$ cat src/design/bpfa_pkg.sv
// Shared types and constants of the first-fit buffer pool allocator.
// Holds the request and response structs and the status codes.
// No dependencies.
package bpfa_pkg;

    localparam int MAX_SLOTS_DEF = 20;

    localparam int TYPE_W   = 3;
    localparam int USER_W   = 8;
    localparam int IDX_W    = 5;
    localparam int ADDR_W   = 32;
    localparam int SIZE_W   = 32;
    localparam int STATUS_W = 2;
    localparam int ENTRY_W  = 5;

    localparam int S_DATA_W = 80;
    localparam int M_DATA_W = 72;

    typedef enum logic [TYPE_W-1:0] {
        REQ_LOAD    = 3'd0,
        REQ_ATTACH  = 3'd1,
        REQ_DETACH  = 3'd2,
        REQ_ALLOC   = 3'd3,
        REQ_RELEASE = 3'd4,
        REQ_QUERY   = 3'd5
    } req_kind_t;

    localparam logic [STATUS_W-1:0] ST_OK        = 2'd0;
    localparam logic [STATUS_W-1:0] ST_REJECT    = 2'd1;
    localparam logic [STATUS_W-1:0] ST_NOT_FOUND = 2'd2;

    typedef struct packed {
        logic [TYPE_W-1:0] req_type;
        logic [USER_W-1:0] user_id;
        logic [IDX_W-1:0]  entry_index;
        logic [ADDR_W-1:0] address_value;
        logic [SIZE_W-1:0] size_value;
    } req_t;

    typedef struct packed {
        logic [STATUS_W-1:0] status;
        logic                found;
        logic [ADDR_W-1:0]   granted_address;
        logic [SIZE_W-1:0]   granted_size;
        logic [IDX_W-1:0]    granted_index;
        logic                pool_cleared;
    } rsp_t;

endpackage

$ cat src/design/bpfa_req_reg.sv
// Input register of the buffer pool allocator: takes one request and unpacks it.
// Depends on bpfa_pkg.
module bpfa_req_reg
    import bpfa_pkg::*;
(
    input  logic                clk,
    input  logic                rst_n,
    input  logic                s_tvalid,
    output logic                s_tready,
    input  logic [TYPE_W-1:0]   s_tuser,
    input  logic [S_DATA_W-1:0] s_tdata,
    input  logic                take,
    output logic                req_valid,
    output req_t                req
);

    logic valid_reg;
    logic valid_next;
    req_t req_reg;

    assign s_tready   = !valid_reg || take;
    assign valid_next = s_tready ? s_tvalid : valid_reg;

    always_ff @(posedge clk or negedge rst_n)
    begin
        if (!rst_n)
        begin
            valid_reg <= 1'b0;
        end
        else
        begin
            valid_reg <= valid_next;
        end
    end

    always_ff @(posedge clk)
    begin
        if (s_tvalid && s_tready)
        begin
            req_reg.req_type      <= s_tuser;
            req_reg.user_id       <= s_tdata[7:0];
            req_reg.entry_index   <= s_tdata[12:8];
            req_reg.address_value <= s_tdata[44:13];
            req_reg.size_value    <= s_tdata[76:45];
        end
    end

    assign req_valid = valid_reg;
    assign req       = req_reg;

endmodule

$ cat src/design/bpfa_pool.sv
// Descriptor table, user count and entry count register of the allocator.
// Decides each request combinationally with parallel compares. Depends on bpfa_pkg.
module bpfa_pool
    import bpfa_pkg::*;
#(
    parameter int MAX_SLOTS = MAX_SLOTS_DEF
)
(
    input  logic               clk,
    input  logic               rst_n,
    input  logic               cfg_valid,
    input  logic [ENTRY_W-1:0] cfg_data,
    input  logic               req_valid,
    input  req_t               req,
    output rsp_t               rsp
);

    localparam int SLOT_W     = (MAX_SLOTS > 1) ? $clog2(MAX_SLOTS) : 1;
    localparam int PAGE_SHIFT = 12;
    localparam logic [SIZE_W:0]   PAGE_MASK = (SIZE_W+1)'((1 << PAGE_SHIFT) - 1);
    localparam logic [SIZE_W-1:0] SIZE_CAP  = ~PAGE_MASK[SIZE_W-1:0];

    logic [ADDR_W-1:0]  addr_reg  [MAX_SLOTS];
    logic [ADDR_W-1:0]  addr_next [MAX_SLOTS];
    logic [SIZE_W-1:0]  size_reg  [MAX_SLOTS];
    logic [SIZE_W-1:0]  size_next [MAX_SLOTS];
    logic [USER_W-1:0]  owner_reg [MAX_SLOTS];
    logic [USER_W-1:0]  owner_next[MAX_SLOTS];
    logic [MAX_SLOTS-1:0] busy_reg;
    logic [MAX_SLOTS-1:0] busy_next;
    logic [USER_W-1:0]  user_count_reg;
    logic [USER_W-1:0]  user_count_next;
    logic               present_reg;
    logic               present_next;
    logic [ENTRY_W-1:0] entry_count_reg;
    logic [ENTRY_W-1:0] entry_count_next;

    logic [MAX_SLOTS-1:0] in_range;
    logic [MAX_SLOTS-1:0] fit_vec;
    logic [MAX_SLOTS-1:0] match_vec;
    logic [SLOT_W-1:0]    alloc_pick;
    logic [SLOT_W-1:0]    match_pick;
    logic [SIZE_W-1:0]    load_size;
    logic [USER_W-1:0]    count_dec;

    function automatic logic [SIZE_W-1:0] page_round(input logic [SIZE_W-1:0] s);
        logic [SIZE_W:0] sum;
        sum = ({1'b0, s} + PAGE_MASK) & ~PAGE_MASK;
        return sum[SIZE_W] ? SIZE_CAP : sum[SIZE_W-1:0];
    endfunction

    function automatic logic [SLOT_W-1:0] first_set(input logic [MAX_SLOTS-1:0] v);
        logic [SLOT_W-1:0] pos;
        pos = '0;
        for (int i = MAX_SLOTS - 1; i >= 0; i--)
        begin
            if (v[i])
            begin
                pos = SLOT_W'(i);
            end
        end
        return pos;
    endfunction

    always_comb
    begin
        for (int i = 0; i < MAX_SLOTS; i++)
        begin
            in_range[i]  = i < int'(entry_count_reg);
            fit_vec[i]   = in_range[i] && !busy_reg[i] && (size_reg[i] >= req.size_value);
            match_vec[i] = in_range[i] && (addr_reg[i] == req.address_value);
        end
    end

    assign alloc_pick = first_set(fit_vec);
    assign match_pick = first_set(match_vec);
    assign load_size  = page_round(req.size_value);
    assign count_dec  = (user_count_reg != '0) ? user_count_reg - 1'b1 : '0;

    always_comb
    begin
        addr_next       = addr_reg;
        size_next       = size_reg;
        owner_next      = owner_reg;
        busy_next       = busy_reg;
        user_count_next = user_count_reg;
        present_next    = present_reg;
        rsp             = '0;
        rsp.status      = ST_REJECT;

        if (cfg_valid)
        begin
            entry_count_next = (int'(cfg_data) > MAX_SLOTS) ? ENTRY_W'(MAX_SLOTS) : cfg_data;
        end
        else
        begin
            entry_count_next = entry_count_reg;
        end

        if (req_valid)
        begin
            case (req_kind_t'(req.req_type))
                REQ_LOAD:
                begin
                    if (int'(req.entry_index) < MAX_SLOTS)
                    begin
                        for (int i = 0; i < MAX_SLOTS; i++)
                        begin
                            if (i == int'(req.entry_index))
                            begin
                                addr_next[i]  = req.address_value;
                                size_next[i]  = load_size;
                                owner_next[i] = '0;
                                busy_next[i]  = 1'b0;
                            end
                        end
                        present_next = 1'b1;
                        rsp.status   = ST_OK;
                    end
                end
                REQ_ATTACH:
                begin
                    if (present_reg)
                    begin
                        if (user_count_reg != '1)
                        begin
                            user_count_next = user_count_reg + 1'b1;
                        end
                        rsp.status = ST_OK;
                    end
                end
                REQ_DETACH:
                begin
                    if (present_reg)
                    begin
                        if (count_dec != '0)
                        begin
                            user_count_next = count_dec;
                            for (int i = 0; i < MAX_SLOTS; i++)
                            begin
                                if (in_range[i] && size_reg[i] != '0 && busy_reg[i]
                                    && owner_reg[i] == req.user_id)
                                begin
                                    busy_next[i] = 1'b0;
                                end
                            end
                        end
                        else
                        begin
                            for (int i = 0; i < MAX_SLOTS; i++)
                            begin
                                addr_next[i]  = '0;
                                size_next[i]  = '0;
                                owner_next[i] = '0;
                            end
                            busy_next        = '0;
                            user_count_next  = '0;
                            present_next     = 1'b0;
                            rsp.pool_cleared = 1'b1;
                        end
                        rsp.status = ST_OK;
                    end
                end
                REQ_ALLOC:
                begin
                    if (present_reg && fit_vec != '0)
                    begin
                        busy_next[alloc_pick]  = 1'b1;
                        owner_next[alloc_pick] = req.user_id;
                        rsp.granted_address    = addr_reg[alloc_pick];
                        rsp.granted_size       = size_reg[alloc_pick];
                        rsp.granted_index      = IDX_W'(alloc_pick);
                        rsp.status             = ST_OK;
                    end
                end
                REQ_RELEASE:
                begin
                    if (present_reg)
                    begin
                        if (match_vec != '0)
                        begin
                            busy_next[match_pick] = 1'b0;
                            rsp.granted_index     = IDX_W'(match_pick);
                            rsp.status            = ST_OK;
                        end
                        else
                        begin
                            rsp.status = ST_NOT_FOUND;
                        end
                    end
                end
                REQ_QUERY:
                begin
                    if (present_reg)
                    begin
                        rsp.found  = match_vec != '0;
                        rsp.status = ST_OK;
                    end
                end
                default:
                begin
                end
            endcase
        end
    end

    always_ff @(posedge clk or negedge rst_n)
    begin
        if (!rst_n)
        begin
            for (int i = 0; i < MAX_SLOTS; i++)
            begin
                addr_reg[i]  <= '0;
                size_reg[i]  <= '0;
                owner_reg[i] <= '0;
            end
            busy_reg        <= '0;
            user_count_reg  <= '0;
            present_reg     <= 1'b0;
            entry_count_reg <= '0;
        end
        else
        begin
            addr_reg        <= addr_next;
            size_reg        <= size_next;
            owner_reg       <= owner_next;
            busy_reg        <= busy_next;
            user_count_reg  <= user_count_next;
            present_reg     <= present_next;
            entry_count_reg <= entry_count_next;
        end
    end

`ifndef SYNTHESIS
    a_entry_bound: assert property (@(posedge clk) disable iff (!rst_n)
        int'(entry_count_reg) <= MAX_SLOTS)
        else $error("entry count exceeds the pool size");

    a_absent_no_users: assert property (@(posedge clk) disable iff (!rst_n)
        !present_reg |-> user_count_reg == '0)
        else $error("users counted while the pool is absent");

    a_clear_drops_pool: assert property (@(posedge clk) disable iff (!rst_n)
        req_valid && rsp.pool_cleared |=> !present_reg && busy_reg == '0)
        else $error("pool not cleared after the last detach");

    a_alloc_marks_busy: assert property (@(posedge clk) disable iff (!rst_n)
        req_valid && req.req_type == REQ_ALLOC && rsp.status == ST_OK
        |=> busy_reg[$past(alloc_pick)])
        else $error("granted descriptor not marked busy");
`endif

endmodule

$ cat src/design/buffer_pool_first_fit_allocator.sv
// Top level of the first-fit buffer pool allocator: input register, pool, response register.
// Depends on bpfa_pkg, bpfa_req_reg and bpfa_pool.
//
//  channel   signals                           direction  content
//  s_*       s_tvalid s_tready s_tuser s_tdata in         one request
//  m_*       m_tvalid m_tready m_tuser m_tdata out        one response per request
//  cfg_*     cfg_valid cfg_ready cfg_data      in         entry count register
//
// A request is held in the input register and decided from there in a single pass over all
// descriptors, and its response is registered; one request per cycle is sustained while the
// response side does not stall.
// Reset clears every descriptor, the user count, the pool mark and the entry count.
// A stalled response holds the response register, and the input register then
// takes at most one more request.
module buffer_pool_first_fit_allocator
    import bpfa_pkg::*;
#(
    parameter int MAX_SLOTS = MAX_SLOTS_DEF
)
(
    input  logic                clk,
    input  logic                rst_n,
    input  logic                s_tvalid,
    output logic                s_tready,
    // req_type [2:0]
    input  logic [TYPE_W-1:0]   s_tuser,
    // user_id [7:0], entry_index [12:8], address_value [44:13], size_value [76:45]
    input  logic [S_DATA_W-1:0] s_tdata,
    output logic                m_tvalid,
    input  logic                m_tready,
    // status [1:0]
    output logic [STATUS_W-1:0] m_tuser,
    // found [0], granted_address [32:1], granted_size [64:33], granted_index [69:65],
    // pool_cleared [70]
    output logic [M_DATA_W-1:0] m_tdata,
    input  logic                cfg_valid,
    output logic                cfg_ready,
    input  logic [ENTRY_W-1:0]  cfg_data
);

    logic req_valid;
    req_t req;
    rsp_t rsp;
    logic take;
    logic out_valid_reg;
    logic out_valid_next;
    rsp_t rsp_reg;

    assign take           = req_valid && (!out_valid_reg || m_tready);
    assign out_valid_next = take || (out_valid_reg && !m_tready);
    assign cfg_ready      = 1'b1;

    bpfa_req_reg u_req_reg (
        .clk       (clk),
        .rst_n     (rst_n),
        .s_tvalid  (s_tvalid),
        .s_tready  (s_tready),
        .s_tuser   (s_tuser),
        .s_tdata   (s_tdata),
        .take      (take),
        .req_valid (req_valid),
        .req       (req)
    );

    bpfa_pool #(
        .MAX_SLOTS (MAX_SLOTS)
    ) u_pool (
        .clk       (clk),
        .rst_n     (rst_n),
        .cfg_valid (cfg_valid && cfg_ready),
        .cfg_data  (cfg_data),
        .req_valid (take),
        .req       (req),
        .rsp       (rsp)
    );

    always_ff @(posedge clk or negedge rst_n)
    begin
        if (!rst_n)
        begin
            out_valid_reg <= 1'b0;
        end
        else
        begin
            out_valid_reg <= out_valid_next;
        end
    end

    always_ff @(posedge clk)
    begin
        if (take)
        begin
            rsp_reg <= rsp;
        end
    end

    assign m_tvalid = out_valid_reg;
    assign m_tuser  = rsp_reg.status;
    assign m_tdata  = {1'b0, rsp_reg.pool_cleared, rsp_reg.granted_index,
                       rsp_reg.granted_size, rsp_reg.granted_address, rsp_reg.found};

`ifndef SYNTHESIS
    a_empty_takes: assert property (@(posedge clk) disable iff (!rst_n)
        !out_valid_reg && req_valid |-> take)
        else $error("pending request not taken while the response register is empty");

    a_take_fills: assert property (@(posedge clk) disable iff (!rst_n)
        take |=> m_tvalid)
        else $error("taken request produced no response");

    a_ready_when_free: assert property (@(posedge clk) disable iff (!rst_n)
        !out_valid_reg |-> s_tready)
        else $error("input stalled while the output side is free");
`endif

endmodule

$ cat config.mk
export PLATFORM = sky130hd
export DESIGN_NAME = buffer_pool_first_fit_allocator
export DESIGN_NICKNAME = d
export VERILOG_FILES = /design/src/design/bpfa_pkg.sv /design/src/design/bpfa_req_reg.sv /design/src/design/bpfa_pool.sv /design/src/design/buffer_pool_first_fit_allocator.sv
export SDC_FILE = /design/constraint.sdc
export NUM_CORES = 2
export LEC_CHECK = 0
export BUFFER_PORTS_ARGS = -buffer_cell sky130_fd_sc_hd__buf_2
export CAP_MARGIN = 40
export CORE_ASPECT_RATIO = 0.9
export CORE_MARGIN = 1.5
export CORE_UTILIZATION = 59
export DETAILED_ROUTE_END_ITERATION = 7
export HOLD_SLACK_MARGIN = 0.06
export PLACE_DENSITY = 0.77
export SLEW_MARGIN = 20
export SYNTH_ARGS = -nofsm -noshare
export SYNTH_HDL_FRONTEND = slang
export SYNTH_SLANG_ARGS = --single-unit
export TNS_END_PERCENT = 100
$ cat constraint.sdc
create_clock -name clk -period 13.4 [get_ports clk]
set_clock_uncertainty 0.05 [all_clocks]
set_input_delay 0.67 -clock clk [delete_from_list [all_inputs] [get_ports clk]]
set_output_delay 0.67 -clock clk [all_outputs]
set_load 0.01 [all_outputs]
## Word level (Yosys, flattened, before mapping)

Cells that the tools add are included.

| cells by class | value |
|---|---|
| eq/ne operators | 113 |
| magnitude comparators | 48 |
| reduce and logical (&&, ||, !) cells | 249 |
| $add $sub $neg | 3 |
| muxes and demuxes | 195 |
| bitwise gates (word level) | 4 |

Operators by type and width:

| cell | count |
|---|---|
| $mux 640 | 4 |
| $pmux 640 s2 | 2 |
| $mux 32 | 45 |
| $eq 32x32->1 | 20 |
| $ge 32x32->1 | 20 |
| $mux 160 | 4 |
| $reduce_bool 32->1 | 20 |
| $pmux 160 s3 | 1 |
| $bmux 32 s5 | 2 |
| $mux 5 | 44 |
| $mux 8 | 26 |
| $reduce_and 9->1 | 20 |
| $bwmux 160 | 1 |
| $eq 8x8->1 | 20 |
| $reduce_and 7->1 | 20 |
| $logic_and 1x1->1 | 127 |
| $mux 20 | 6 |
| $reduce_and 6->1 | 20 |
| $pmux 20 s4 | 1 |
| $eq 5x5->1 const A | 12 |
| $ne 3x3->1 const B | 20 |
| $ne 2x1->1 const B | 27 |
| $mux 1 | 49 |
| $demux 8 s5 | 1 |
| other kinds (45) | 100 |

| storage, ports and cells | value |
|---|---|
| output and inout bits | 77 |
| register bits after elaboration | 1,629 |

## Longest topological paths before layout

| logic depth | value |
|---|---|
| depth in word-level cells | 31 |
| gate-level depth with buffers | 17 |

## Hierarchy

A second synthesis with hierarchy kept.

| second synthesis, totals | value |
|---|---|
| cells, all modules | 8,745 |
| area, all modules | 82,166.3 um2 |

Modules (own cells, without submodules):

| module | times used | cells each | area each (um2) |
|---|---|---|---|
| bpfa_pool | 1 | 8,580 | 77,451.8 |
| bpfa_req_reg | 1 | 84 | 2,456.1 |
| buffer_pool_first_fit_allocator | 1 | 81 | 2,258.4 |

## Worst setup path before layout

No wires, ideal clock.

| timing | value |
|---|---|
| path type | reg2reg |
| start | reg u_req_reg.req_reg, in the netlist u_req_reg.req[26] |
| end | reg u_pool.owner_reg[64] (netlist name) |
| stages on the path, launching flop included | 16 |
| setup slack | 8,928 ps |
| arrival | 4,298 ps |
| path buffers | 1 |
| setup time | 125 ps |
| cells stage by stage | edfxtp_1 -> inv_1 -> ha_1 -> a21o_1 -> a221o_1 -> a221oi_1 -> nor3_1 -> a211oi_1 -> nand3_1 -> or4_1 -> o21ai_1 -> a31oi_2 -> o21a_1 -> buf_4 -> nand3_1 -> mux2_2 |

| between the ends | value |
|---|---|
| cells in the longest elaborated chain, start to end | 30 |
| elaborated cells on any way between the ends | 73 |
| classes of those cells | order compare (22); eq/ne (1); mux (25); bitwise (1); reduce/logical (24) |

RTL lines:

| element | RTL line | text |
|---|---|---|
| start: declaration | bpfa_req_reg.sv:19 | `req_t req_reg;` |
| $ge 32x32->1 | bpfa_pool.sv:70 | `fit_vec[i] = in_range[i] && !busy_reg[i] && (size_reg[i] >= req.size_value);` |
| $logic_and 1x1->1 | bpfa_pool.sv:70 |  |
| $mux 5 (20 in a row) | bpfa_pool.sv:57 | `if (v[i])` |
| $not 5->6 (not written as such) | bpfa_pool.sv:169 | `owner_next[alloc_pick] = req.user_id;` |
| $ge 6x6->1 (not written as such) / $lt 6x1->1 (equally long branches) | bpfa_pool.sv:169 |  |
| $logic_and 1x1->1 (not written as such) | bpfa_pool.sv:169 |  |
| $mux 8 (not written as such) | bpfa_pool.sv:169 |  |
| $demux 8 s5 | bpfa_pool.sv:169 |  |
| $bwmux 160 | bpfa_pool.sv:169 |  |
| $mux 160 | bpfa_pool.sv:166 | `if (present_reg && fit_vec != '0)` |
| $pmux 160 s3 | bpfa_pool.sv:102 | `case (req_kind_t'(req.req_type))` |
| end signal: assignment | bpfa_pool.sv:226 | `owner_reg <= owner_next;` |
| end: declaration | bpfa_pool.sv:27 | `logic [USER_W-1:0] owner_reg [MAX_SLOTS];` |

Several ways; a longest one is shown, not always the timed one. The select of a mux whose other input is x is not followed.
A chain may end at the register's enable or synchronous reset.

## Worst setup path in the final report

| timing | value |
|---|---|
| start | reg u_req_reg.req_reg, in the netlist u_req_reg.req[12] |
| end | reg rsp_reg, in the netlist m_tdata[31] (data pin) |

| between the ends | value |
|---|---|
| cells in the longest elaborated chain, start to end | 26 |
| elaborated cells on any way between the ends | 67 |
| classes of those cells | order compare (20); mux (23); bitwise (1); reduce/logical (23) |

RTL lines:

| element | RTL line | text |
|---|---|---|
| $ge 32x32->1 | bpfa_pool.sv:70 |  |
| $logic_and 1x1->1 | bpfa_pool.sv:70 |  |
| $mux 5 (20 in a row) | bpfa_pool.sv:57 |  |
| $not 5->6 (not written as such) | bpfa_pool.sv:170 | `rsp.granted_address = addr_reg[alloc_pick];` |
| $bmux 32 s5 | bpfa_pool.sv:170 |  |
| $mux 32 (not written as such) (2 in a row) | bpfa_pool.sv:170 |  |
| end signal: assignment | buffer_pool_first_fit_allocator.sv:93 | `rsp_reg <= rsp;` |
| end: declaration | buffer_pool_first_fit_allocator.sv:47 | `rsp_t rsp_reg;` |

Several ways; a longest one is shown, not always the timed one. The select of a mux whose other input is x is not followed.

==> metrics.cfg <==
[synth]
synthXorXnorAreaFrac = 0.0887
synth_top_family_by_area = simple AND/OR/NAND/NOR gates
muxShareOfSynthArea = 0.0301
synth_seq_cells = 1377
yosys.area_share.simple = 0.173
ys_seq_area_frac = 0.439
synth_compound_area_frac = 0.170
synth_ff_type = dfrtp_1
async_flop_share = 0.898
synthAdderAreaFrac = 0.0628
ys_types = 91
postSynthCellCount = 8953
avgSynthCellArea_um2 = 8.95
netlist_area_um2 = 80100
yosys_warnings = 0
synth_edf_count = 141

[floorplanning]
die_h_um = 353
die_area_um2 = 138000
die_w_um = 391
io_pins = 170
fp-row-count = 128
start_util = 0.593
coreArea_um2 = 135000

[power]
power.leakage_nw = 40.1
power_density_nw_per_um2 = 226
ir_drop_uv = 438

[run]
maxCapViolCount = 0

[cts]
clockBufferDepth = 3
cts_tree = built
clkLatencyLatePin_ps = 810
post_cts_resize_count = 0
clk_pin_slew_ps = 60
cts-root-buf = clkbuf_16
numCtsBuffers = 148
clock-sinks = 1377
htreeDepth = 4

[drt]
drt_iter0_markers = 14000
wirelength_um = 377000
firstDrtPassIters = 8
ant_nets = 0
via_per_inst = 7.10
vias = 77800
route.detailed.wl_per_inst_um = 34.4
drc = 2

[setup_path]
cpMostUsedCell = buf_4
critical_path.startpoint = u_req_reg.req[12]
end_kind = flop
start_kind = flop
cp.arrival_ps = 8170
crit_fanout = 32
cp.required_ps = 13840
slowest_delay_ps = 770
path_class = flop to flop
path_delay_family = compound AO/OA/AOI/OAI gates
slowest_stage = a22oi_1
crit_buf_inv = 4
reg2reg_from = u_req_reg.req[12]
path_cells = inv_1, buf_4, ha_1, nand2_1, nor4_1, o2111ai_1, nand4_1, a22oi_1, nand4_1, buf_4, nor2_1, and3_1, o21ai_4, buf_4, o22ai_1, nor4_1, a31oi_1

[global_routing]
grt_use_total = 0.537
grt_max_degree = 180
grt_pass1_wl_um = 527000
antenna_found_initial = 22
grt_pass1_vias = 71200
grt_remaining_overflow = 0

[timing]
rsz0062_at_grt = no
tightest_slew_ps = 1070
clock.fmax_ghz = 0.129
post-route-period-util = 0.577
setup_viol = 0
relSlewSlack = 0.286
fin_tns_setup_ps = 0
setup_slack_ps = 5670
worst_hold_slack_ps = 79.1
final_max_slew_viol_count = 0
finalCriticalPeriod_ps = 7730
hold_viol_final = 0

[placement]
place_ws_ps = 6360
dp_hpwl_um = 266000
portBuffers = 152
routabilityCongestion = 1.09
placed_area_um2 = 83500

[finish]
final_util = 0.666
largest_register_ffs = 640
design_area_um2 = 89900
layout_commonest_cell = nand2_1
drive_gt1_frac = 0.0935
nets = 9492
layout_common_cells = 1,837 x nand2_1, 1,236 x dfrtp_1, 1,184 x o21ai_0
area_growth_pct = 12.2

[min_path]
hp-start = cfg_data[4]
hp-class = primary input to flop

[outcome]
outcome = complete, but fails checks
violations = design-rule violations

## Yosys cell counts, types with 79 or more instances
cell type  number  area share
nand2_1      1860       0.087
dfrtp_1      1236        0.39
o21ai_0      1200       0.075
a21oi_1       504       0.031
xor2_1        484       0.053
clkbuf_1      440       0.021
ha_1          402       0.063
nor4_1        359       0.028
xnor2_1       327       0.036
mux2i_1       196       0.024
nor2_1        190      0.0089
nand4_1       181       0.014
edfxtp_1      141       0.053
nand3_1       123      0.0077
nor3_1        121      0.0076
buf_2         112      0.0070
o22ai_1       106      0.0083
buf_1          79      0.0037
## metal layers
layer,global-route usage,share of wire,up-vias
met3,0.311,0.19,1321
met4,0.261,0.063,24
met2,0.682,0.37,6861
li1,-,-,32000
met5,0,0.00044,-
met1,0.716,0.37,37600
## worst register-to-register path, stage by stage, from the launching register on
cell and delay [ps]:
edfxtp_1 470, inv_1 480, buf_4 330, ha_1 280, nand2_1 70, nor4_1 50
o2111ai_1 380, nand4_1 580, a22oi_1 780, nand4_1 280, buf_4 380, nor2_1 300
and3_1 640, o21ai_4 350, buf_4 470, o22ai_1 710, nor4_1 190, a31oi_1 630
## where the power goes
group	switching [W]	internal [W]	total (W)
clock	0.00189	0.00256	0.00446
combinational	0.00671	0.00269	0.00940
sequential	0.00126	0.00520	0.00646
total	0.00986	0.0105	0.0203
## final timing paths
path	slack (ps)	endpoint	cells past startpoint
max in group asynchronous	9810	u_pool.addr_reg[246]	6
min in group asynchronous	510	u_pool.owner_reg[32]	2
min reg2reg	460	u_pool.owner_reg[132]	2
min	80	u_pool.entry_count_reg[4]	3
max	5670	m_tdata[31]	17
max reg2reg	5670	m_tdata[31]	17
## area by class of cell
| type | count | area (um^2) |
|---|---|---|
| antenna | 15 | 37.5 |
| tap | 1820 | 2280 |
| timing repair buffer | 541 | 4460 |
| fill | 10800 | 45100 |
| clock buffer | 209 | 4290 |
| clock inverter | 66 | 907 |
| multi-input combinational | 6866 | 42500 |
| sequential | 1377 | 35200 |
| inverter | 63 | 239 |
## kinds of logic (layout without fill, tap and decap cells)
kind of cell | Yosys count | count (layout)
simple gates | 3043 | 3043
fa+ha+maj | 402 | 402
xor+xnor | 811 | 811
buf+inv | 722 | 879
compound gates | 2360 | 2360
mux | 236 | 236
flops | 1377 | 1377
other cells | 2 | 29
## through the flow
stage,instances,total power (W)
after floorplan,8965,0.0112
after detailed placement,10500,0.0150
after global routing,10900,0.0207
final,11000,0.0203
after global placement,10500,0.0148
after CTS,10900,0.0195
## timing repair
item                      4_1_cts  5_1_grt
buffers inserted                0        0
hold buffers                   84        0
hold endpoints to repair      258        0
(Power assumes the default switching activity.)
